File: src/design/annexb_pkg.sv
`timescale 1ns / 1ps
package annexb_pkg;

    // Width of the internal byte counters; offsets wrap at this width.
    localparam int POS_BITS    = 24;
    // Width of the reported offset and size fields.
    localparam int FIELD_W     = 24;
    localparam int TYPE_W      = 5;

    localparam logic [7:0]        START_TAIL     = 8'h01;
    localparam logic [7:0]        ZERO_BYTE      = 8'h00;
    localparam logic [TYPE_W-1:0] NAL_TYPE_SLICE = 5'd1;
    localparam logic [TYPE_W-1:0] NAL_TYPE_IDR   = 5'd5;
    localparam logic [TYPE_W-1:0] NAL_TYPE_NONE  = 5'd0;

    localparam logic [1:0] ZERO_RUN_MAX = 2'd3;

    localparam logic STATUS_UNIT     = 1'b0;
    localparam logic STATUS_NO_START = 1'b1;

    localparam int QUEUE_DEPTH = 4;
    localparam int QUEUE_PTR_W = $clog2(QUEUE_DEPTH);
    localparam int QUEUE_CNT_W = $clog2(QUEUE_DEPTH + 1);

    typedef logic [POS_BITS-1:0] pos_t;

    typedef struct packed {
        logic [TYPE_W-1:0]  unit_type;
        logic [FIELD_W-1:0] unit_offset;
        logic [FIELD_W-1:0] unit_size;
        logic               status;
        logic               last_result;
    } desc_t;

    // One queue entry: the results caused by one byte, one or two of them.
    typedef struct packed {
        logic  two_results;
        desc_t first;
        desc_t second;
    } entry_t;

    typedef struct packed {
        logic push;
        logic pop;
        logic full;
        logic empty;
    } queue_ctl_t;

    function automatic logic [FIELD_W-1:0] to_field(input pos_t pos);
        logic [FIELD_W+POS_BITS-1:0] ext;
        ext = {{FIELD_W{1'b0}}, pos};
        return ext[FIELD_W-1:0];
    endfunction

endpackage

File: src/design/annexb_if.sv
`timescale 1ns / 1ps
interface annexb_byte_if;
    logic       valid;
    logic       ready;
    logic [7:0] data_byte;
    logic       end_of_buffer;

    modport source (output valid, output data_byte, output end_of_buffer, input ready);
    modport sink   (input valid, input data_byte, input end_of_buffer, output ready);
endinterface

interface annexb_unit_if;
    logic        valid;
    logic        ready;
    logic [4:0]  unit_type;
    logic [23:0] unit_offset;
    logic [23:0] unit_size;
    logic        status;
    logic        last_result;

    modport source (output valid, output unit_type, output unit_offset, output unit_size,
                    output status, output last_result, input ready);
    modport sink   (input valid, input unit_type, input unit_offset, input unit_size,
                    input status, input last_result, output ready);
endinterface

File: src/design/annexb_front.sv
`timescale 1ns / 1ps
module annexb_front
    import annexb_pkg::*;
(
    input  logic               clk,
    input  logic               rst_n,
    input  logic               in_valid,
    output logic               in_ready,
    input  logic [7:0]         data_byte,
    input  logic               end_of_buffer,
    input  logic               queue_full,
    output logic               push,
    output entry_t             push_entry
);

    logic [1:0]        zero_run_reg, zero_run_next;
    pos_t              pos_reg, pos_next;
    pos_t              start_reg, start_next;
    logic [TYPE_W-1:0] type_reg, type_next;
    logic              open_reg, open_next;
    logic              pend_reg, pend_next;
    logic              slice_reg, slice_next;

    logic  accept;
    logic  scan;
    logic  close_prev;
    desc_t prev_desc;
    desc_t final_desc;

    assign in_ready = !queue_full;
    assign accept   = in_valid && in_ready;

    always_comb
    begin
        zero_run_next = zero_run_reg;
        pos_next      = pos_reg;
        start_next    = start_reg;
        type_next     = type_reg;
        open_next     = open_reg;
        pend_next     = pend_reg;
        slice_next    = slice_reg;
        scan          = 1'b0;
        close_prev    = 1'b0;
        prev_desc     = '0;
        final_desc    = '0;

        if (accept)
        begin
            if (!slice_reg)
            begin
                scan = 1'b1;
                if (pend_reg)
                begin
                    type_next = data_byte[TYPE_W-1:0];
                    pend_next = 1'b0;
                    if (type_next inside {NAL_TYPE_SLICE, NAL_TYPE_IDR})
                    begin
                        slice_next = 1'b1;
                        scan       = 1'b0;
                    end
                end
            end

            if (scan)
            begin
                if (data_byte == ZERO_BYTE)
                begin
                    if (zero_run_reg != ZERO_RUN_MAX)
                        zero_run_next = zero_run_reg + 2'd1;
                end
                else if (data_byte == START_TAIL && zero_run_reg == ZERO_RUN_MAX)
                begin
                    if (open_reg)
                    begin
                        // Previous unit ends where the 4-byte start code began.
                        close_prev            = 1'b1;
                        prev_desc.unit_type   = type_next;
                        prev_desc.unit_offset = to_field(start_reg);
                        prev_desc.unit_size   = to_field(pos_reg - pos_t'(3) - start_reg);
                        prev_desc.status      = STATUS_UNIT;
                        prev_desc.last_result = 1'b0;
                    end
                    open_next     = 1'b1;
                    pend_next     = 1'b1;
                    start_next    = pos_reg + pos_t'(1);
                    type_next     = NAL_TYPE_NONE;
                    zero_run_next = '0;
                end
                else
                begin
                    zero_run_next = '0;
                end
            end

            if (end_of_buffer)
            begin
                if (open_next)
                begin
                    final_desc.unit_type   = pend_next ? NAL_TYPE_NONE : type_next;
                    final_desc.unit_offset = to_field(start_next);
                    final_desc.unit_size   = to_field(pos_reg + pos_t'(1) - start_next);
                    final_desc.status      = STATUS_UNIT;
                end
                else
                begin
                    final_desc.status      = STATUS_NO_START;
                end
                final_desc.last_result = 1'b1;

                zero_run_next = '0;
                pos_next      = '0;
                start_next    = '0;
                type_next     = NAL_TYPE_NONE;
                open_next     = 1'b0;
                pend_next     = 1'b0;
                slice_next    = 1'b0;
            end
            else
            begin
                pos_next = pos_reg + pos_t'(1);
            end
        end
    end

    always_comb
    begin
        push                   = accept && (close_prev || end_of_buffer);
        push_entry.two_results = close_prev && end_of_buffer;
        push_entry.first       = close_prev ? prev_desc : final_desc;
        push_entry.second      = final_desc;
    end

    always_ff @(posedge clk or negedge rst_n)
    begin
        if (!rst_n)
        begin
            zero_run_reg <= '0;
            pos_reg      <= '0;
            start_reg    <= '0;
            type_reg     <= NAL_TYPE_NONE;
            open_reg     <= 1'b0;
            pend_reg     <= 1'b0;
            slice_reg    <= 1'b0;
        end
        else
        begin
            zero_run_reg <= zero_run_next;
            pos_reg      <= pos_next;
            start_reg    <= start_next;
            type_reg     <= type_next;
            open_reg     <= open_next;
            pend_reg     <= pend_next;
            slice_reg    <= slice_next;
        end
    end

    a_pend_needs_open: assert property (@(posedge clk) disable iff (!rst_n)
        pend_reg |-> open_reg)
        else $error("type pending without open unit");

    a_slice_needs_open: assert property (@(posedge clk) disable iff (!rst_n)
        slice_reg |-> (open_reg && !pend_reg))
        else $error("slice state without typed open unit");

endmodule

File: src/design/annexb_queue.sv
`timescale 1ns / 1ps
module annexb_queue
    import annexb_pkg::*;
(
    input  logic       clk,
    input  logic       rst_n,
    input  logic       push,
    input  entry_t     push_entry,
    input  logic       pop,
    output entry_t     pop_entry,
    output queue_ctl_t ctl
);

    entry_t                 mem [QUEUE_DEPTH];
    logic [QUEUE_PTR_W-1:0] wr_ptr_reg, wr_ptr_next;
    logic [QUEUE_PTR_W-1:0] rd_ptr_reg, rd_ptr_next;
    logic [QUEUE_CNT_W-1:0] count_reg, count_next;
    logic                   do_push;
    logic                   do_pop;

    assign ctl.full  = (count_reg == QUEUE_CNT_W'(QUEUE_DEPTH));
    assign ctl.empty = (count_reg == '0);
    assign ctl.push  = push;
    assign ctl.pop   = pop;

    assign do_push = push && !ctl.full;
    assign do_pop  = pop && !ctl.empty;

    assign pop_entry = mem[rd_ptr_reg];

    always_comb
    begin
        wr_ptr_next = do_push ? QUEUE_PTR_W'(wr_ptr_reg + 1'b1) : wr_ptr_reg;
        rd_ptr_next = do_pop  ? QUEUE_PTR_W'(rd_ptr_reg + 1'b1) : rd_ptr_reg;
        count_next  = count_reg;
        if (do_push && !do_pop)
            count_next = count_reg + 1'b1;
        else if (do_pop && !do_push)
            count_next = count_reg - 1'b1;
    end

    always_ff @(posedge clk)
    begin
        if (do_push)
            mem[wr_ptr_reg] <= push_entry;
    end

    always_ff @(posedge clk or negedge rst_n)
    begin
        if (!rst_n)
        begin
            wr_ptr_reg <= '0;
            rd_ptr_reg <= '0;
            count_reg  <= '0;
        end
        else
        begin
            wr_ptr_reg <= wr_ptr_next;
            rd_ptr_reg <= rd_ptr_next;
            count_reg  <= count_next;
        end
    end

    a_no_push_full: assert property (@(posedge clk) disable iff (!rst_n)
        ctl.full |-> !push)
        else $error("push into full queue");

    a_no_pop_empty: assert property (@(posedge clk) disable iff (!rst_n)
        ctl.empty |-> !pop)
        else $error("pop from empty queue");

    a_count_bound: assert property (@(posedge clk) disable iff (!rst_n)
        count_reg <= QUEUE_CNT_W'(QUEUE_DEPTH))
        else $error("queue count overflow");

endmodule

File: src/design/annexb_back.sv
`timescale 1ns / 1ps
module annexb_back
    import annexb_pkg::*;
(
    input  logic       clk,
    input  logic       rst_n,
    input  entry_t     head,
    input  logic       queue_empty,
    output logic       pop,
    output logic       out_valid,
    input  logic       out_ready,
    output desc_t      out_desc
);

    logic  valid_reg, valid_next;
    logic  second_reg, second_next;
    desc_t desc_reg, desc_next;
    desc_t held_reg, held_next;
    logic  load;

    assign load      = !valid_reg || out_ready;
    assign out_valid = valid_reg;
    assign out_desc  = desc_reg;

    always_comb
    begin
        valid_next  = valid_reg;
        second_next = second_reg;
        desc_next   = desc_reg;
        held_next   = held_reg;
        pop         = 1'b0;
        if (load)
        begin
            if (second_reg)
            begin
                valid_next  = 1'b1;
                desc_next   = held_reg;
                second_next = 1'b0;
            end
            else if (!queue_empty)
            begin
                pop         = 1'b1;
                valid_next  = 1'b1;
                desc_next   = head.first;
                held_next   = head.second;
                second_next = head.two_results;
            end
            else
            begin
                valid_next = 1'b0;
            end
        end
    end

    always_ff @(posedge clk or negedge rst_n)
    begin
        if (!rst_n)
        begin
            valid_reg  <= 1'b0;
            second_reg <= 1'b0;
        end
        else
        begin
            valid_reg  <= valid_next;
            second_reg <= second_next;
        end
    end

    always_ff @(posedge clk)
    begin
        desc_reg <= desc_next;
        held_reg <= held_next;
    end

    a_second_after_first: assert property (@(posedge clk) disable iff (!rst_n)
        second_reg |-> (valid_reg && !desc_reg.last_result))
        else $error("second result pending without non-final first");

endmodule

File: src/design/annexb_nal_unit_splitter.sv
`timescale 1ns / 1ps
// Annex B NAL unit splitter.
//
// bytes : one byte of an Annex B buffer per transfer, end_of_buffer high on
//         the buffer's last byte. Buffers follow each other with no gap.
// units : one NAL unit descriptor per transfer (type, offset, size), or a
//         single status=1 result when the buffer held no start code.
//         last_result marks the final result of each buffer.
//
// Throughput: one byte per clock while the queue has room. The front scanner
// classifies each byte in its accept cycle and writes the results it causes
// (one or two) as a single entry into a 4-entry queue; a byte that causes
// none writes nothing. The back end drains the queue through an output
// register at one result per clock while units.ready is high; a byte that
// closes one unit and ends the buffer gives two results, the closed unit first.
// Path: a byte's results enter the queue as the byte transfers, then the
// output register, where they go valid on units and transfer on units.ready.
// Stall: when units.ready is low the output register holds; the queue
// absorbs up to four result-bearing bytes, then bytes.ready drops until the
// back end frees an entry.
// Reset: rst_n clears scanner state, queue pointers and the output valid; the
// block takes a byte in the first cycle after reset with no clearing pass.
module annexb_nal_unit_splitter
    import annexb_pkg::*;
(
    input  logic               clk,
    input  logic               rst_n,
    annexb_byte_if.sink        bytes,
    annexb_unit_if.source      units
);

    queue_ctl_t q_ctl;
    logic       push;
    logic       pop;
    entry_t     push_entry;
    entry_t     head;
    desc_t      out_desc;

    // Scanner: start code detection and unit bookkeeping.
    annexb_front u_front (
        .clk           (clk),
        .rst_n         (rst_n),
        .in_valid      (bytes.valid),
        .in_ready      (bytes.ready),
        .data_byte     (bytes.data_byte),
        .end_of_buffer (bytes.end_of_buffer),
        .queue_full    (q_ctl.full),
        .push          (push),
        .push_entry    (push_entry)
    );

    // Decoupling queue between scanner and output.
    annexb_queue u_queue (
        .clk        (clk),
        .rst_n      (rst_n),
        .push       (push),
        .push_entry (push_entry),
        .pop        (pop),
        .pop_entry  (head),
        .ctl        (q_ctl)
    );

    // Output side: unrolls an entry into one or two result transfers.
    annexb_back u_back (
        .clk         (clk),
        .rst_n       (rst_n),
        .head        (head),
        .queue_empty (q_ctl.empty),
        .pop         (pop),
        .out_valid   (units.valid),
        .out_ready   (units.ready),
        .out_desc    (out_desc)
    );

    assign units.unit_type   = out_desc.unit_type;
    assign units.unit_offset = out_desc.unit_offset;
    assign units.unit_size   = out_desc.unit_size;
    assign units.status      = out_desc.status;
    assign units.last_result = out_desc.last_result;

endmodule
File: src/flat_wrapper.sv
// flat-port wrapper written by rule: the top's interface ports become plain ports
module annexb_nal_unit_splitter_flat import annexb_pkg::*;
  (clk, rst_n, bytes_valid, bytes_data_byte, bytes_end_of_buffer, bytes_ready, units_valid, units_unit_type, units_unit_offset, units_unit_size, units_status, units_last_result, units_ready);
  annexb_byte_if bytes_i ();
  annexb_unit_if units_i ();
  input  logic clk;
  input  logic rst_n;
  input wire logic [$bits(bytes_i.valid)-1:0] bytes_valid;
  input wire logic [$bits(bytes_i.data_byte)-1:0] bytes_data_byte;
  input wire logic [$bits(bytes_i.end_of_buffer)-1:0] bytes_end_of_buffer;
  output wire logic [$bits(bytes_i.ready)-1:0] bytes_ready;
  output wire logic [$bits(units_i.valid)-1:0] units_valid;
  output wire logic [$bits(units_i.unit_type)-1:0] units_unit_type;
  output wire logic [$bits(units_i.unit_offset)-1:0] units_unit_offset;
  output wire logic [$bits(units_i.unit_size)-1:0] units_unit_size;
  output wire logic [$bits(units_i.status)-1:0] units_status;
  output wire logic [$bits(units_i.last_result)-1:0] units_last_result;
  input wire logic [$bits(units_i.ready)-1:0] units_ready;
  assign bytes_i.valid = bytes_valid;
  assign bytes_i.data_byte = bytes_data_byte;
  assign bytes_i.end_of_buffer = bytes_end_of_buffer;
  assign bytes_ready = bytes_i.ready;
  assign units_valid = units_i.valid;
  assign units_unit_type = units_i.unit_type;
  assign units_unit_offset = units_i.unit_offset;
  assign units_unit_size = units_i.unit_size;
  assign units_status = units_i.status;
  assign units_last_result = units_i.last_result;
  assign units_i.ready = units_ready;
  annexb_nal_unit_splitter u_core (.clk(clk), .rst_n(rst_n), .bytes(bytes_i), .units(units_i));
endmodule
File: config.mk
export PLATFORM = sky130hd
export DESIGN_NAME = annexb_nal_unit_splitter_flat
export DESIGN_NICKNAME = d
export VERILOG_FILES = /design/src/design/annexb_pkg.sv /design/src/design/annexb_if.sv /design/src/design/annexb_front.sv /design/src/design/annexb_queue.sv /design/src/design/annexb_back.sv /design/src/design/annexb_nal_unit_splitter.sv /design/src/flat_wrapper.sv
export SDC_FILE = /design/constraint.sdc
export NUM_CORES = 1
export LEC_CHECK = 0
export BUFFER_PORTS_ARGS = -buffer_cell sky130_fd_sc_hd__buf_2
export CAP_MARGIN = 20
export CORE_UTILIZATION = 45
export DETAILED_ROUTE_END_ITERATION = 6
export SLEW_MARGIN = 20
export SYNTH_ARGS = -nofsm -noshare
export SYNTH_HDL_FRONTEND = slang
export SYNTH_SLANG_ARGS = --single-unit
export TNS_END_PERCENT = 30
File: constraint.sdc
create_clock -name clk -period 6.54 [get_ports clk]
set_clock_uncertainty 0.1 [all_clocks]
set_input_delay 1.308 -clock clk [delete_from_list [all_inputs] [get_ports clk]]
set_output_delay 1.308 -clock clk [all_outputs]
set_load 0.05 [all_outputs]
==> results.cfg, run 1 <==
[cts]
htree_levels = 3
cts.sinks = 621
holdBufCountCts = 0
root_buffer = clkbuf_16
cts_tree = done
clkLatencyLatePin_ns = 0.61
cts_made_buffers = 67
clockBufferDepth = 3
ctsResizeCount = 0
clk_pin_slew_ns = 0.06
post_cts_buffers = 0

[timing]
min_period_over_period_pct = 87.35
setup_ws_ns = 0.8276
setup_viol = 0
slew_headroom_pct = 28.68
tightest_slew_ns = 1.070
finalHoldViolCount = 0
fmax_ghz = 0.1751
fin_tns_setup_ns = 0
period_needed_ns = 5.712
maxSlewViolCount = 0
grt_setup_unrepaired = false

[layout]
syn_to_final_growth_pct = 13.16
mostFrequentLayoutCells = edfxtp_1, mux4_2, nor2_1, inv_1, ha_1
design_area_sq_um = 30720
nFillCells = 4863
final_util_pct = 51.77
layout_commonest_cell = edfxtp_1
fin_nets = 1871
largest_reg_flops = 444
diodes = 0
drive_gt1_share_pct = 22.66

[drt]
dr.pass1.iters = 7
drtIter0Drc = 934
routed_wl_microns = 60580
vias = 14572
wl_per_cell_microns = 23.30
drc_errors = 5
drt-vias-per-instance = 5.605
detail-route-antenna-nets = 0

[setup_path]
cp_max_fo = 11
arrival_ns = 5.92
cp-start-kind = primary input
end_kind = flip-flop
crit_type = primary input to flip-flop
critPathRequiredTime_ns = 6.74

[placed_design]
dp_hpwl_microns = 37910
routabilityCongestion = 0.8906
placed_area_sq_um = 28550
portBuffers = 69
pre_cts_ws_ns = 0.1935

[die]
core_sq_um = 59350
dieArea_sq_um = 61320
rows = 89
die_x_microns = 247.6
initial_utilization_pct = 45.74
io_pins = 70
fp.dieH_microns = 247.6

[run]
drv_cap = 0

[power_and_ir_drop]
ir_drop_v = 0.0003098
p_per_area_nw_per_um2 = 442.7
p_leak_nw = 11.21

[grt]
antenna_found_initial = 0
grt_pass1_wl_microns = 92810
top_usage_layer = met2
met3_usage_pct = 2.995
grt_max_degree = 68
overflow = 0
met2_usage_pct = 33.08
grtUsageTotal_pct = 20.51
grt_pass1_vias = 15090
grtUsageMet1_pct = 28.52

[hold_path]
hold_class = flip-flop to flip-flop

[synth]
ys_types = 63
synth.avg_cell_area_sq_um = 16.29
syn_inst = 1667
synth_ff_type = edfxtp_1
ys_seq_area_share_pct = 67.45
synth_edf_count = 554
yosysWarnings = 0
async_flop_share_pct = 10.79
synth_nets = 1766
netlist_area_sq_um = 27150
ys_seq_elements = 621

[outcome]
violations = design-rule violations
status = complete, but fails checks
synthesized netlist by cell type (22+ instances only):
master	count	area share, %
mux2i_1	29	1.1
o21ai_0	64	1.2
nand2_1	83	1.1
xor2_1	22	0.71
inv_1	87	1.2
nand3_1	22	0.41
edfxtp_1	554	61
a21oi_1	47	0.87
xnor2_1	47	1.5
clkbuf_1	41	0.57
nor2_1	108	1.5
mux4_2	111	9.2
dfrtp_1	67	6.2
ha_1	83	3.8
mux2_2	80	3.3
cell families (layout without fill, tap and decap cells):
group,Yosys count,count (layout),synth area share (%)
compound gates,221,221,5.166
xor+xnor,69,69,2.226
fa+ha+maj,86,86,4.046
buf+inv,156,316,2.226
flops,621,621,67.45
mux,221,221,13.68
simple gates,293,293,5.212
routing by layer:
layer | wire length [microns] | up-vias
met5 | 0 | -
met4 | 1484 | 0
met3 | 2467 | 82
met2 | 29050 | 326
met1 | 27570 | 7520
li1 | - | 6644
worst max-delay path, stage by stage:
cell and delay (ns):
buf_2 0.12, nor4_1 0.63, nand4_1 0.62, a21oi_1 0.49, ha_1 0.29, nor2b_1 0.13
o31ai_1 0.33, a21oi_1 0.25, a2111oi_0 0.82, nor2_1 0.19, a211oi_1 0.30, xor2_1 0.25
o22ai_1 0.18
worst paths after layout:
kind | startpoint | end | slack (ns) | cells past startpoint
max | bytes_data_byte[2] | u_core.u_queue.mem[2][78] | 0.83 | 13
min | u_core.u_front.zero_run_reg[1] | u_core.u_front.zero_run_reg[1] | 0.41 | 1
max reg2reg | u_core.u_front.pos_reg[0] | u_core.u_queue.mem[1][80] | 1.38 | 15
min reg2reg | u_core.u_front.zero_run_reg[1] | u_core.u_front.zero_run_reg[1] | 0.41 | 1
max in group asynchronous | rst_n | u_core.u_queue.rd_ptr_reg[0] | 4.78 | 2
min in group asynchronous | rst_n | u_core.u_front.pos_reg[3] | 0.84 | 2
per-stage QoR:
step / power (W) / cells / hold slack (ns)
finish: 0.01360 / 2600 / 0.4068
global route: 0.01426 / 2600 / 0.4428
CTS: 0.01376 / 2599 / 0.4124
detailed placement: 0.01002 / 2475 / 0.3936
global placement: 0.01001 / 2475 / 0.3879
floorplan: 0.008770 / 1667 / 0.3700
area by class of cell:
class	count	area [sq um]	area share [%]
sequential	621	18320	59.63
inverter	91	341.6	1.112
timing repair buffer	101	655.6	2.134
multi-input combinational	890	8294	27.00
clock inverter	38	365.4	1.189
clock buffer	86	1779	5.791
tap	773	967.2	3.148
where the power goes:
group	switching, W	internal [W]
Combinational	0.00271	0.00170
Clock	0.00153	0.00217
Sequential	0.000329	0.00515
No activity file was read; power rests on OpenSTA's default activity.
==> run 2, diff against run 1 <==
- ABC_AREA: not set -> 1
- CTS_BUF_LIST: not set -> sky130_fd_sc_hd__clkbuf_16
- CTS_CLUSTER_SIZE: not set -> 28
==> run 2 against run 1 <==
Compared with the run above:
- the run now ends clean
- routed wire length up 28%
- setup slack better by 0.97 ns
- non-clock buffer count down 6
- die area up 4.2%
- synthesized cell count up 61%
- count of clock-buffer cells in the layout down 15
- via count up 37%
- design area up 3.2%
- sequential share of layout area down 1.8 points
- flip-flop and latch count unchanged
==> results.cfg, run 2 <==
[outcome]
status = finished, final reports clean

[synth]
synth_top_cell_by_area = edfxtp_1
yosysWarnings = 0
synth_area_leaders = edfxtp_1, nor2_1, dfrtp_1
ys_seq_area_share_pct = 64.69
synth_edf_count = 554
synth.avg_cell_area_sq_um = 10.53
ys_seq_elements = 621
async_flop_share_pct = 10.79
yosysMostFrequentCell = edfxtp_1
synth.cells.most_frequent = edfxtp_1, nor2_1, nand2_1
netlist_area_sq_um = 28310
synth_nets = 2787
synth_ff_type = edfxtp_1
syn_inst = 2688
synth_top_area_share_pct = 58.77
ys_types = 42

[setup_path]
r2r_slack_ns = 2.17
cp_max_fo = 28
reg2reg_depth = 16
cp_slowest_stage_delay_ns = 0.74
crit_type = primary input to flip-flop
crit_path_frequent_cell = nand2_1
end_kind = flip-flop
critPathLaunch = bytes_data_byte[3]
rr_startpoint = u_core.u_front.zero_run_reg[0]
critPathRequiredTime_ns = 6.72
cp_slowest_cell = o21ai_0
arrival_ns = 4.93
crit_end = u_core.u_queue.mem[1][72]
r2r_end = u_core.u_queue.mem[1][72]
cp-start-kind = primary input
crit_chain = buf_2 -> nor2_1 -> nand2_1 -> nor2_1 -> nor2_2 -> nand2_2 -> inv_4 -> o21ai_0 -> ha_1 -> a21oi_1 -> nand2_1 -> inv_1 -> nand2_1 -> inv_1 -> nand2_1 -> or2_2 -> nand3_1 -> mux2i_1

[layout]
layout_commonest_cell = edfxtp_1
diodes = 0
nFillCells = 5490
mostFrequentLayoutCells = edfxtp_1, nor2_1, nand2_1, o21ai_0, inv_1
fin_nets = 2839
drive_gt1_share_pct = 8.572
largest_reg_flops = 444
seqCellArea_sq_um = 18320
multi_input_area_sq_um = 8603
syn_to_final_growth_pct = 11.97

[timing]
slew_headroom_pct = 27.43
finalHoldViolCount = 0
period_needed_ns = 4.743
grt_setup_unrepaired = false
tightest_slew_ns = 1.089
min_period_over_period_pct = 72.53
setup_ws_ns = 1.797
maxSlewViolCount = 0
fin_tns_setup_ns = 0
setup_viol = 0
fmax_ghz = 0.2108

[cts]
ctsResizeCount = 0
htree_levels = 3
cts_made_buffers = 67
root_buffer = clkbuf_16
cts_tree = done
holdBufCountCts = 0
clockBufferDepth = 3
cts.sinks = 621
clkLatencyLatePin_ns = 0.61
post_cts_buffers = 0
clk_pin_slew_ns = 0.06

[power_and_ir_drop]
ir_drop_v = 0.0001942
p_per_area_nw_per_um2 = 411.2
p_leak_nw = 12.65

[grt]
grt_pass1_vias = 19430
antenna_found_initial = 0
grt_pass1_wl_microns = 117300
grt_max_degree = 103
grtUsageTotal_pct = 24.46
overflow = 0

[placed_design]
routabilityCongestion = 0.9718
pre_cts_ws_ns = 1.223
dp_hpwl_microns = 50750
portBuffers = 69

[drt]
routed_wl_microns = 77660
drt-vias-per-instance = 5.502
vias = 19946
dr.pass1.iters = 5
drtIter0Drc = 1705
wl_per_cell_microns = 21.42
drc_errors = 0
detail-route-antenna-nets = 0

[die]
dieArea_sq_um = 63920
initial_utilization_pct = 45.70
die_x_microns = 252.8
io_pins = 70
rows = 91
core_sq_um = 61940
fp.dieH_microns = 252.8

[run]
drv_cap = 0

[hold_path]
hold_class = flip-flop to flip-flop
run 2: worst min path at each step:
stage | startpoint | end | slack (ns) | cells after the start
after floorplan | u_core.u_front.zero_run_reg[1] | u_core.u_front.zero_run_reg[1] | 0.36 | 2
after global placement | u_core.u_front.zero_run_reg[1] | u_core.u_front.zero_run_reg[1] | 0.37 | 2
after detailed placement | u_core.u_front.zero_run_reg[1] | u_core.u_front.zero_run_reg[1] | 0.40 | 2
after CTS | u_core.u_front.zero_run_reg[1] | u_core.u_front.zero_run_reg[1] | 0.41 | 2
after global routing | u_core.u_front.zero_run_reg[0] | u_core.u_front.zero_run_reg[0] | 0.43 | 1
final | u_core.u_front.zero_run_reg[1] | u_core.u_front.zero_run_reg[1] | 0.40 | 2
run 2: final cells by class:
cell class | instances | area share [%]
well taps | 837 | 3.304
inverters | 257 | 3.075
flip-flops and latches | 621 | 57.80
repair buffers | 95 | 1.903
clock buffers | 71 | 5.605
multi-input cells | 1698 | 27.14
clock inverters | 46 | 1.176
run 2: layer usage:
metal / global-route usage (%) / up-vias / routed length [microns]
li1: - / 9405 / -
met5: 0 / - / 0
met2: 39.36 / 574 / 36560
met1: 34.21 / 9859 / 34810
met3: 2.580 / 108 / 3842
met4: 9.437 / 0 / 2453
run 2: per-stage QoR:
stage	std cells	cell area, sq um	total power [W]	hold slack, ns	util [%]
final	3625	31700	0.01303	0.4024	51.18
after global routing	3625	31700	0.01365	0.4338	51.18
after CTS	3625	31700	0.01315	0.4102	51.18
after detailed placement	3508	29550	0.009457	0.3958	47.71
after global placement	3508	29550	0.009384	0.3744	47.71
after floorplan	2688	28310	0.008249	0.3570	-
run 2: logic make-up (layout without fill, tap and decap cells):
| group | Yosys count | count (layout) | synth area share, % |
|---|---|---|---|
| xor gates and xnor gates | 31 | 31 | 0.9591 |
| DFF | 621 | 621 | 64.69 |
| muxes | 6 | 6 | 0.2166 |
| AOI/OAI and AO/OA | 550 | 550 | 10.50 |
| adders and majority gates | 86 | 86 | 3.881 |
| buffers and inverters | 369 | 469 | 5.025 |
| and+or+nand+nor | 1025 | 1025 | 14.73 |
run 2: report_power, final:
part	internal [W]	switching, W	leakage, nW
clock network	0.00216	0.00153	1.09
logic	0.000977	0.00288	5.40
registers	0.00520	0.000280	6.16
total	0.00834	0.00470	12.7
run 2: critical path: cells and delay by family:
family | cells | cell delay (ns)
simple gates | 10 | 1.32
compound gates | 2 | 1.17
fa+ha+maj | 1 | 0.49
mux | 1 | 0.12
buf+inv | 4 | 0.49
